### src/sv/c3zp_pkg.sv
// Shared types and constants for the 3x3 zero-padded convolution block.
// No dependencies; used by c3zp_seq, c3zp_mac, the top level and the testbench.
`timescale 1ns / 1ps

package c3zp_pkg;

  localparam int PixW          = 16;
  localparam int CoeffW        = 16;
  localparam int ProdW         = PixW + CoeffW;
  localparam int GrpW          = ProdW + 2;
  localparam int SumW          = 36;
  localparam int GeomW         = 11;
  localparam int CfgIdxW       = 3;
  localparam int CfgDataW      = 3 * CoeffW;
  localparam int Taps          = 9;
  localparam int CoeffFracBits = 14;

  localparam logic [CoeffW-1:0] BoxCoeff =
    CoeffW'((2 * (1 << CoeffFracBits) + 9) / 18);
  localparam logic [CfgDataW-1:0] CoeffRowReset = {BoxCoeff, BoxCoeff, BoxCoeff};

  typedef logic [CfgIdxW-1:0] cfg_idx_t;

  localparam cfg_idx_t CfgImageWidth  = 3'd0;
  localparam cfg_idx_t CfgImageHeight = 3'd1;
  localparam cfg_idx_t CfgCoeffTop    = 3'd2;
  localparam cfg_idx_t CfgCoeffMid    = 3'd3;
  localparam cfg_idx_t CfgCoeffBot    = 3'd4;

  // per-word control carried alongside the pixel data
  typedef struct packed {
    logic [Taps-1:0] mask;    // window tap lies inside the frame
    logic            result;  // word produces an output
    logic            eof;     // output is the last of the frame
  } tag_t;

  typedef logic [Taps-1:0][CoeffW-1:0] coeff_set_t;

endpackage

### src/sv/c3zp_seq.sv
// Configuration registers and raster counters; builds the line-store address,
// the gated pixel and the tag of each accepted word. Depends on c3zp_pkg.
`timescale 1ns / 1ps

module c3zp_seq #(
  parameter int MAX_WIDTH  = 1024,
  parameter int MAX_HEIGHT = 1024
) (
  input  logic                                 clk_i,
  input  logic                                 rst_ni,
  input  logic                                 cfg_we_i,
  input  c3zp_pkg::cfg_idx_t                   cfg_idx_i,
  input  logic [c3zp_pkg::CfgDataW-1:0]        cfg_data_i,
  input  logic                                 accept_i,
  input  logic signed [c3zp_pkg::PixW-1:0]     pixel_i,
  input  logic                                 flush_i,
  output logic [$clog2(MAX_WIDTH)-1:0]         addr_o,
  output logic signed [c3zp_pkg::PixW-1:0]     pix_o,
  output c3zp_pkg::tag_t                       tag_o,
  output logic                                 frame_clr_o,
  output c3zp_pkg::coeff_set_t                 coef_o
);

  localparam int CW = $clog2(MAX_WIDTH);
  localparam int WW = $clog2(MAX_WIDTH + 1);
  localparam int OW = $clog2(MAX_HEIGHT);
  localparam int HW = $clog2(MAX_HEIGHT + 1);
  localparam int RW = $clog2(MAX_HEIGHT + 2);
  localparam int ResetW = (1024 > MAX_WIDTH) ? MAX_WIDTH : 1024;
  localparam int ResetH = (1024 > MAX_HEIGHT) ? MAX_HEIGHT : 1024;

  logic [WW-1:0] width_q, width_d;
  logic [HW-1:0] height_q, height_d;
  logic [2:0][c3zp_pkg::CfgDataW-1:0] coef_row_q, coef_row_d;
  logic [CW-1:0] in_col_q, in_col_d;
  logic [RW-1:0] in_row_q, in_row_d;
  logic [CW-1:0] out_col_q, out_col_d;
  logic [OW-1:0] out_row_q, out_row_d;
  logic          pend_q, pend_d;

  logic [c3zp_pkg::GeomW-1:0] geom_val;
  logic [WW-1:0] width_clamp;
  logic [HW-1:0] height_clamp;
  logic          geom_wr;
  logic          beyond, pend_now, in_wrap, out_wrap;
  logic          row0_ok, row2_ok, col0_ok, col2_ok;
  logic [2:0]    row_ok, col_ok;

  always_comb begin
    geom_val = cfg_data_i[c3zp_pkg::GeomW-1:0];
    if (geom_val == '0) begin
      width_clamp  = WW'(1);
      height_clamp = HW'(1);
    end else begin
      width_clamp  = (32'(geom_val) > MAX_WIDTH) ? WW'(MAX_WIDTH) : WW'(geom_val);
      height_clamp = (32'(geom_val) > MAX_HEIGHT) ? HW'(MAX_HEIGHT) : HW'(geom_val);
    end
  end

  always_comb begin
    beyond   = in_row_q >= RW'(height_q);
    pend_now = pend_q || (in_row_q >= RW'(2)) || (in_row_q == RW'(1) && in_col_q != '0);
    in_wrap  = (WW'(in_col_q) + WW'(1)) >= width_q;
    row0_ok  = out_row_q != '0;
    row2_ok  = (HW'(out_row_q) + HW'(1)) < height_q;
    col0_ok  = out_col_q != '0;
    col2_ok  = (WW'(out_col_q) + WW'(1)) < width_q;
    out_wrap = !col2_ok;
    row_ok   = {row2_ok, 1'b1, row0_ok};
    col_ok   = {col2_ok, 1'b1, col0_ok};
    for (int r = 0; r < 3; r++) begin
      for (int k = 0; k < 3; k++) begin
        tag_o.mask[r*3+k] = row_ok[r] && col_ok[k];
      end
    end
    tag_o.result = pend_now;
    tag_o.eof    = pend_now && !row2_ok && !col2_ok;
    addr_o       = in_col_q;
    pix_o        = (flush_i || beyond) ? '0 : pixel_i;
  end

  assign geom_wr     = cfg_we_i &&
                       (cfg_idx_i == c3zp_pkg::CfgImageWidth ||
                        cfg_idx_i == c3zp_pkg::CfgImageHeight);
  assign frame_clr_o = geom_wr;

  always_comb begin
    width_d    = width_q;
    height_d   = height_q;
    coef_row_d = coef_row_q;
    if (cfg_we_i) begin
      case (cfg_idx_i)
        c3zp_pkg::CfgImageWidth:  width_d       = width_clamp;
        c3zp_pkg::CfgImageHeight: height_d      = height_clamp;
        c3zp_pkg::CfgCoeffTop:    coef_row_d[0] = cfg_data_i;
        c3zp_pkg::CfgCoeffMid:    coef_row_d[1] = cfg_data_i;
        c3zp_pkg::CfgCoeffBot:    coef_row_d[2] = cfg_data_i;
        default: ;
      endcase
    end
  end

  always_comb begin
    in_col_d  = in_col_q;
    in_row_d  = in_row_q;
    out_col_d = out_col_q;
    out_row_d = out_row_q;
    pend_d    = pend_q;
    if (geom_wr || (accept_i && tag_o.eof)) begin
      in_col_d  = '0;
      in_row_d  = '0;
      out_col_d = '0;
      out_row_d = '0;
      pend_d    = 1'b0;
    end else if (accept_i) begin
      pend_d = pend_now;
      if (in_wrap) begin
        in_col_d = '0;
        in_row_d = in_row_q + RW'(1);
      end else begin
        in_col_d = in_col_q + CW'(1);
      end
      if (pend_now) begin
        if (out_wrap) begin
          out_col_d = '0;
          out_row_d = out_row_q + OW'(1);
        end else begin
          out_col_d = out_col_q + CW'(1);
        end
      end
    end
  end

  always_ff @(posedge clk_i or negedge rst_ni) begin
    if (!rst_ni) begin
      width_q    <= WW'(ResetW);
      height_q   <= HW'(ResetH);
      coef_row_q <= {3{c3zp_pkg::CoeffRowReset}};
      in_col_q   <= '0;
      in_row_q   <= '0;
      out_col_q  <= '0;
      out_row_q  <= '0;
      pend_q     <= 1'b0;
    end else begin
      width_q    <= width_d;
      height_q   <= height_d;
      coef_row_q <= coef_row_d;
      in_col_q   <= in_col_d;
      in_row_q   <= in_row_d;
      out_col_q  <= out_col_d;
      out_row_q  <= out_row_d;
      pend_q     <= pend_d;
    end
  end

  always_comb begin
    for (int r = 0; r < 3; r++) begin
      for (int k = 0; k < 3; k++) begin
        coef_o[r*3+k] = coef_row_q[r][k*c3zp_pkg::CoeffW +: c3zp_pkg::CoeffW];
      end
    end
  end

endmodule

### config.mk
export PLATFORM = sky130hd
export DESIGN_NAME = c3zp_seq
export DESIGN_NICKNAME = d
export VERILOG_FILES = /design/src/sv/c3zp_pkg.sv /design/src/sv/c3zp_seq.sv
export SDC_FILE = /design/constraint.sdc
export NUM_CORES = 1
export LEC_CHECK = 0
export BUFFER_PORTS_ARGS = -buffer_cell sky130_fd_sc_hd__buf_4
export CAP_MARGIN = 25
export CORE_MARGIN = 4
export CORE_UTILIZATION = 54
export CTS_CLUSTER_DIAMETER = 60
export DETAILED_ROUTE_END_ITERATION = 12
export PLACE_DENSITY = 0.81
export SYNTH_ARGS = -nofsm -noshare
export SYNTH_HDL_FRONTEND = slang
export SYNTH_SLANG_ARGS = --single-unit
### constraint.sdc
create_clock -name clk_i -period 3.95 [get_ports clk_i]
set_input_delay 0.395 -clock clk_i [delete_from_list [all_inputs] [get_ports clk_i]]
set_output_delay 0.395 -clock clk_i [all_outputs]
set_load 0.01 [all_outputs]
==> run_results.csv <==
group,metric,value,unit
critical_path,critical_path_buf_inv_count,2,
clock_network,cts-root-buf,"clkbuf_16",
critical_path,critPathSlowestCell,"dfrtp_1",
critical_path,cp_max_fo,5,
timing,period_share,96.8,%
clock_network,clock_latency,0.52,ns
synth,async_flop_share,100,%
timing,finalSetupTns,0,ns
clock_network,cts_hold_buf,0,
synth,syn_area_per_cell,12.1,sq um
global_route,grt_max_degree,106,
clock_network,cts_tree,"yes",
die,chipHeight,145,microns
power_and_ir_drop,p_seq_share,37.7,%
clock_network,htree_levels,1,
die,rows,49,
place,dp_hpwl,19200,microns
clock_network,cts_buffers,23,
timing,max_freq,262,MHz
critical_path,cp_top_family,"compound AO/OA/AOI/OAI gates",
layout,drive_above_1_share,48.2,%
critical_path,crit_top_cell,"a21o_1",
layout,area_growth,29.7,%
timing,setup_ws,0.126,ns
power_and_ir_drop,power.switching,2390,uW
die,coreArea,18200,sq um
place,place_ws,0.333,ns
global_route,grt_pass1_vias,7653,
synth,synthTopCellsByArea,"dfrtp_1 38%, mux2_2 16%, dfstp_2 15%, ha_1 6.3%, nand2_1 1.9%",
synth,synthDominantCellAreaShare,37.6,%
synth,yosys-top-cells-count,"152 x dfrtp_1, 148 x mux2_2, 56 x dfstp_2, 52 x nand2_1, 51 x ha_1",
drt,drt_wl_total,26500,microns
status,violations,"hold timing",
power_and_ir_drop,internal_power,5330,uW
job,drv_cap,0,
critical_path,worstPathRequired,3.56,ns
die,io_pins,254,
drt,wl_per_cell,19.8,microns
power_and_ir_drop,power.clock.fraction,31.4,%
power_and_ir_drop,netSwitchingFraction,31.0,%
worst_hold_path,hp-class,"in -> async",
timing,hold_viol_final,5,
timing,setup_viol,0,
place,io_buffers,252,
critical_path,slowest_delay,0.42,ns
timing,skew,0.00965,ns
critical_path,end_kind,"output port",
timing,fin_crit,3.82,ns
timing,slew_headroom,39.9,%
critical_path,rr_worst_depth,13,
timing,slew_viol_final,0,
clock_network,cts.sinks,208,
critical_path,startpoint_type,"flop",
critical_path,cp_cell_sequence,"ha_2 -> nand3_1 -> nor2_4 -> and3_4 -> xor2_1 -> ha_1 -> a21o_1 -> a21o_1 -> a211o_1 -> a21o_1 -> inv_4 -> and2_1 -> buf_4",
layout,antenna_cells,0,
drt,dr_total_vias,7581,
synth,syn_inst,839,
layout,layout.nets,1215,
synth,yosysTopAreaCell,"dfrtp_1",
power_and_ir_drop,pwr_density_cell,589,nW/um^2
status,status,"finished, violations left",
die,die_area,21000,sq um
power_and_ir_drop,leakagePower,0.00613,uW
place,gp_congestion,0.877,
timing,hold_slack,-0.0303,ns
critical_path,path_class,"reg -> out",
drt,drc_errors,0,
synth,yosysMostFrequentCell,"dfrtp_1",
critical_path,worst-path-stages,13,
critical_path,arrival,3.43,ns
power_and_ir_drop,finalPower,7720,uW
synth,synth_edf_count,0,
global_route,grt-ovfl-total,0,
clock_network,clock_path_buffers,3,
synth,ys.flop_type,"dfrtp_1",
drt,antenna_left,0,
global_route,antenna_found_initial,0,
drt,drtPass1Iterations,5,
synth,ys_warn_count,0,
global_route,grt_usage,25.2,%
synth,netlist_area,10100,sq um
die,dieWidth,145,microns
power_and_ir_drop,combPwrFrac,30.9,%
global_route,grt_pass1_wl,41900,microns
die,start_util,55.5,%
drt,drt-vias-per-instance,5.67,
drt,drtIter0Drc,414,
power_and_ir_drop,irDropWorstVdd,517,uV
synth,ys_seq_elements,208,
clock_network,clkTransAtPathRegs,0.06,ns
synth,syn_nets,962,
synth,yosysSeqAreaShare,52.2,%
synth,synth_cell_types,63,
timing,worst-slew-pin-transition,0.901,ns
[metrics by stage]
| step | area [sq um] | utilization [%] | instances | hold WS [ns] |
|---|---|---|---|---|
| after floorplan | 10100 | - | 839 | 0.0994 |
| after global placement | 12200 | 66.9 | 1291 | 0.462 |
| after detailed placement | 12200 | 66.9 | 1291 | 0.471 |
| after CTS | 13100 | 71.8 | 1336 | 0.0129 |
| after global routing | 13100 | 72.0 | 1338 | 0.0489 |
| final | 13100 | 72.0 | 1338 | -0.0303 |
[cells by family (layout without fill, tap and decap cells)]
logic type / count (synthesis) / in the layout / synth area share (%)
other cells: 1 / 1 / 0.0371
xor+xnor: 30 / 30 / 2.60
compound gates: 123 / 123 / 8.45
flops: 208 / 208 / 52.2
mux: 148 / 148 / 16.5
buf+inv: 79 / 349 / 3.55
fa+ha+maj: 51 / 51 / 6.31
simple gates: 199 / 199 / 10.4
[cell usage in the layout, fill, tap and decap left out, drive strengths merged, types with 2 or more instances in the layout]
| cell type | netlist | layout |
|---|---|---|
| or4 | 11 | 11 |
| clkbuf | 11 | 29 |
| buf | 26 | 264 |
| a211oi | 4 | 4 |
| ha | 51 | 51 |
| o21bai | 6 | 6 |
| mux2 | 148 | 148 |
| nand2 | 52 | 52 |
| nand2b | 10 | 10 |
| nand3b | 3 | 3 |
| o21ai | 34 | 34 |
| xor2 | 14 | 14 |
| or3 | 4 | 4 |
| and3 | 10 | 10 |
| nand4 | 8 | 8 |
| a2111oi | 3 | 3 |
| inv | 42 | 44 |
| dfstp | 56 | 56 |
| a21o | 8 | 8 |
| nor2 | 31 | 31 |
| clkinv | 0 | 6 |
| o2bb2ai | 3 | 3 |
| nor3b | 2 | 2 |
| dfrtp | 152 | 152 |
| o21a | 3 | 3 |
| a211o | 2 | 2 |
| o31ai | 17 | 17 |
| and2 | 20 | 20 |
| a21oi | 26 | 26 |
| xnor2 | 16 | 16 |
| a32o | 5 | 5 |
| nand3 | 22 | 22 |
| nor4 | 11 | 11 |
| nor2b | 4 | 4 |
| nor3 | 9 | 9 |
| a31oi | 4 | 4 |
| bufinv | 0 | 6 |
[flip-flops by register name (all words and copies together) (netlist names)]
register and cells:
coef_o 144, height_q 11, in_row_q 11, width_q 11, addr_o 10, out_col_q 10, out_row_q 10, pend_q 1
[final cells by class]
class                   count  area, sq um
clock buffers              28          624
inverters                  42          163
fillers                  1254         5090
multi-input cells         552         4520
clock inverters            14          239
repair buffers            265         2010
well taps                 229          287
flip-flops and latches    208         5280
[repair_timing]
item,4_1_cts,5_1_grt
endpoints found under the setup margin,4,4
resized for setup,3,5
setup buffers,3,2
pin swaps,1,0
[worst reg2reg max path: cells and delay by family, from the launching register on]
family | cells | cell delay, ns
flops | 1 | 0.49
compound gates | 2 | 0.57
xor+xnor | 1 | 0.20
simple gates | 7 | 1.59
fa+ha+maj | 2 | 0.56
buf+inv | 1 | 0.08
[power groups by stage]
stage	combinational, uW	sequential [uW]	clock [uW]
CTS	2390	2910	2460
finish	2380	2910	2420
global placement	2300	2910	0
floorplan	1120	3060	0
global route	2590	2970	2550
detailed placement	2350	2940	0
[worst paths after layout]
kind                                          start                       end  slack [ns]
max                        out_col_q[1]$_DFFE_PN0P_                 tag_o[10]        0.13
min                                          rst_ni  out_col_q[5]$_DFFE_PN0P_       -0.03
max reg2reg                   addr_o[0]$_DFFE_PN0P_     addr_o[9]$_DFFE_PN0P_        0.37
min reg2reg                  width_q[4]$_DFFE_PN0P_    width_q[4]$_DFFE_PN0P_        0.48
max in group asynchronous                    rst_ni    coef_o[99]$_DFFE_PN1P_        2.98
min in group clk_i                   cfg_data_i[30]   coef_o[126]$_DFFE_PN0P_        0.12
[routing by layer]
metal	vias up	share of wire (%)	global-route usage, %
li1	3500	-	-
met1	3722	40	33.3
met2	311	48	40.2
met3	48	9.7	9.07
met4	0	2.3	5.84
met5	-	0	0
No activity file was read; power rests on OpenSTA's default activity.
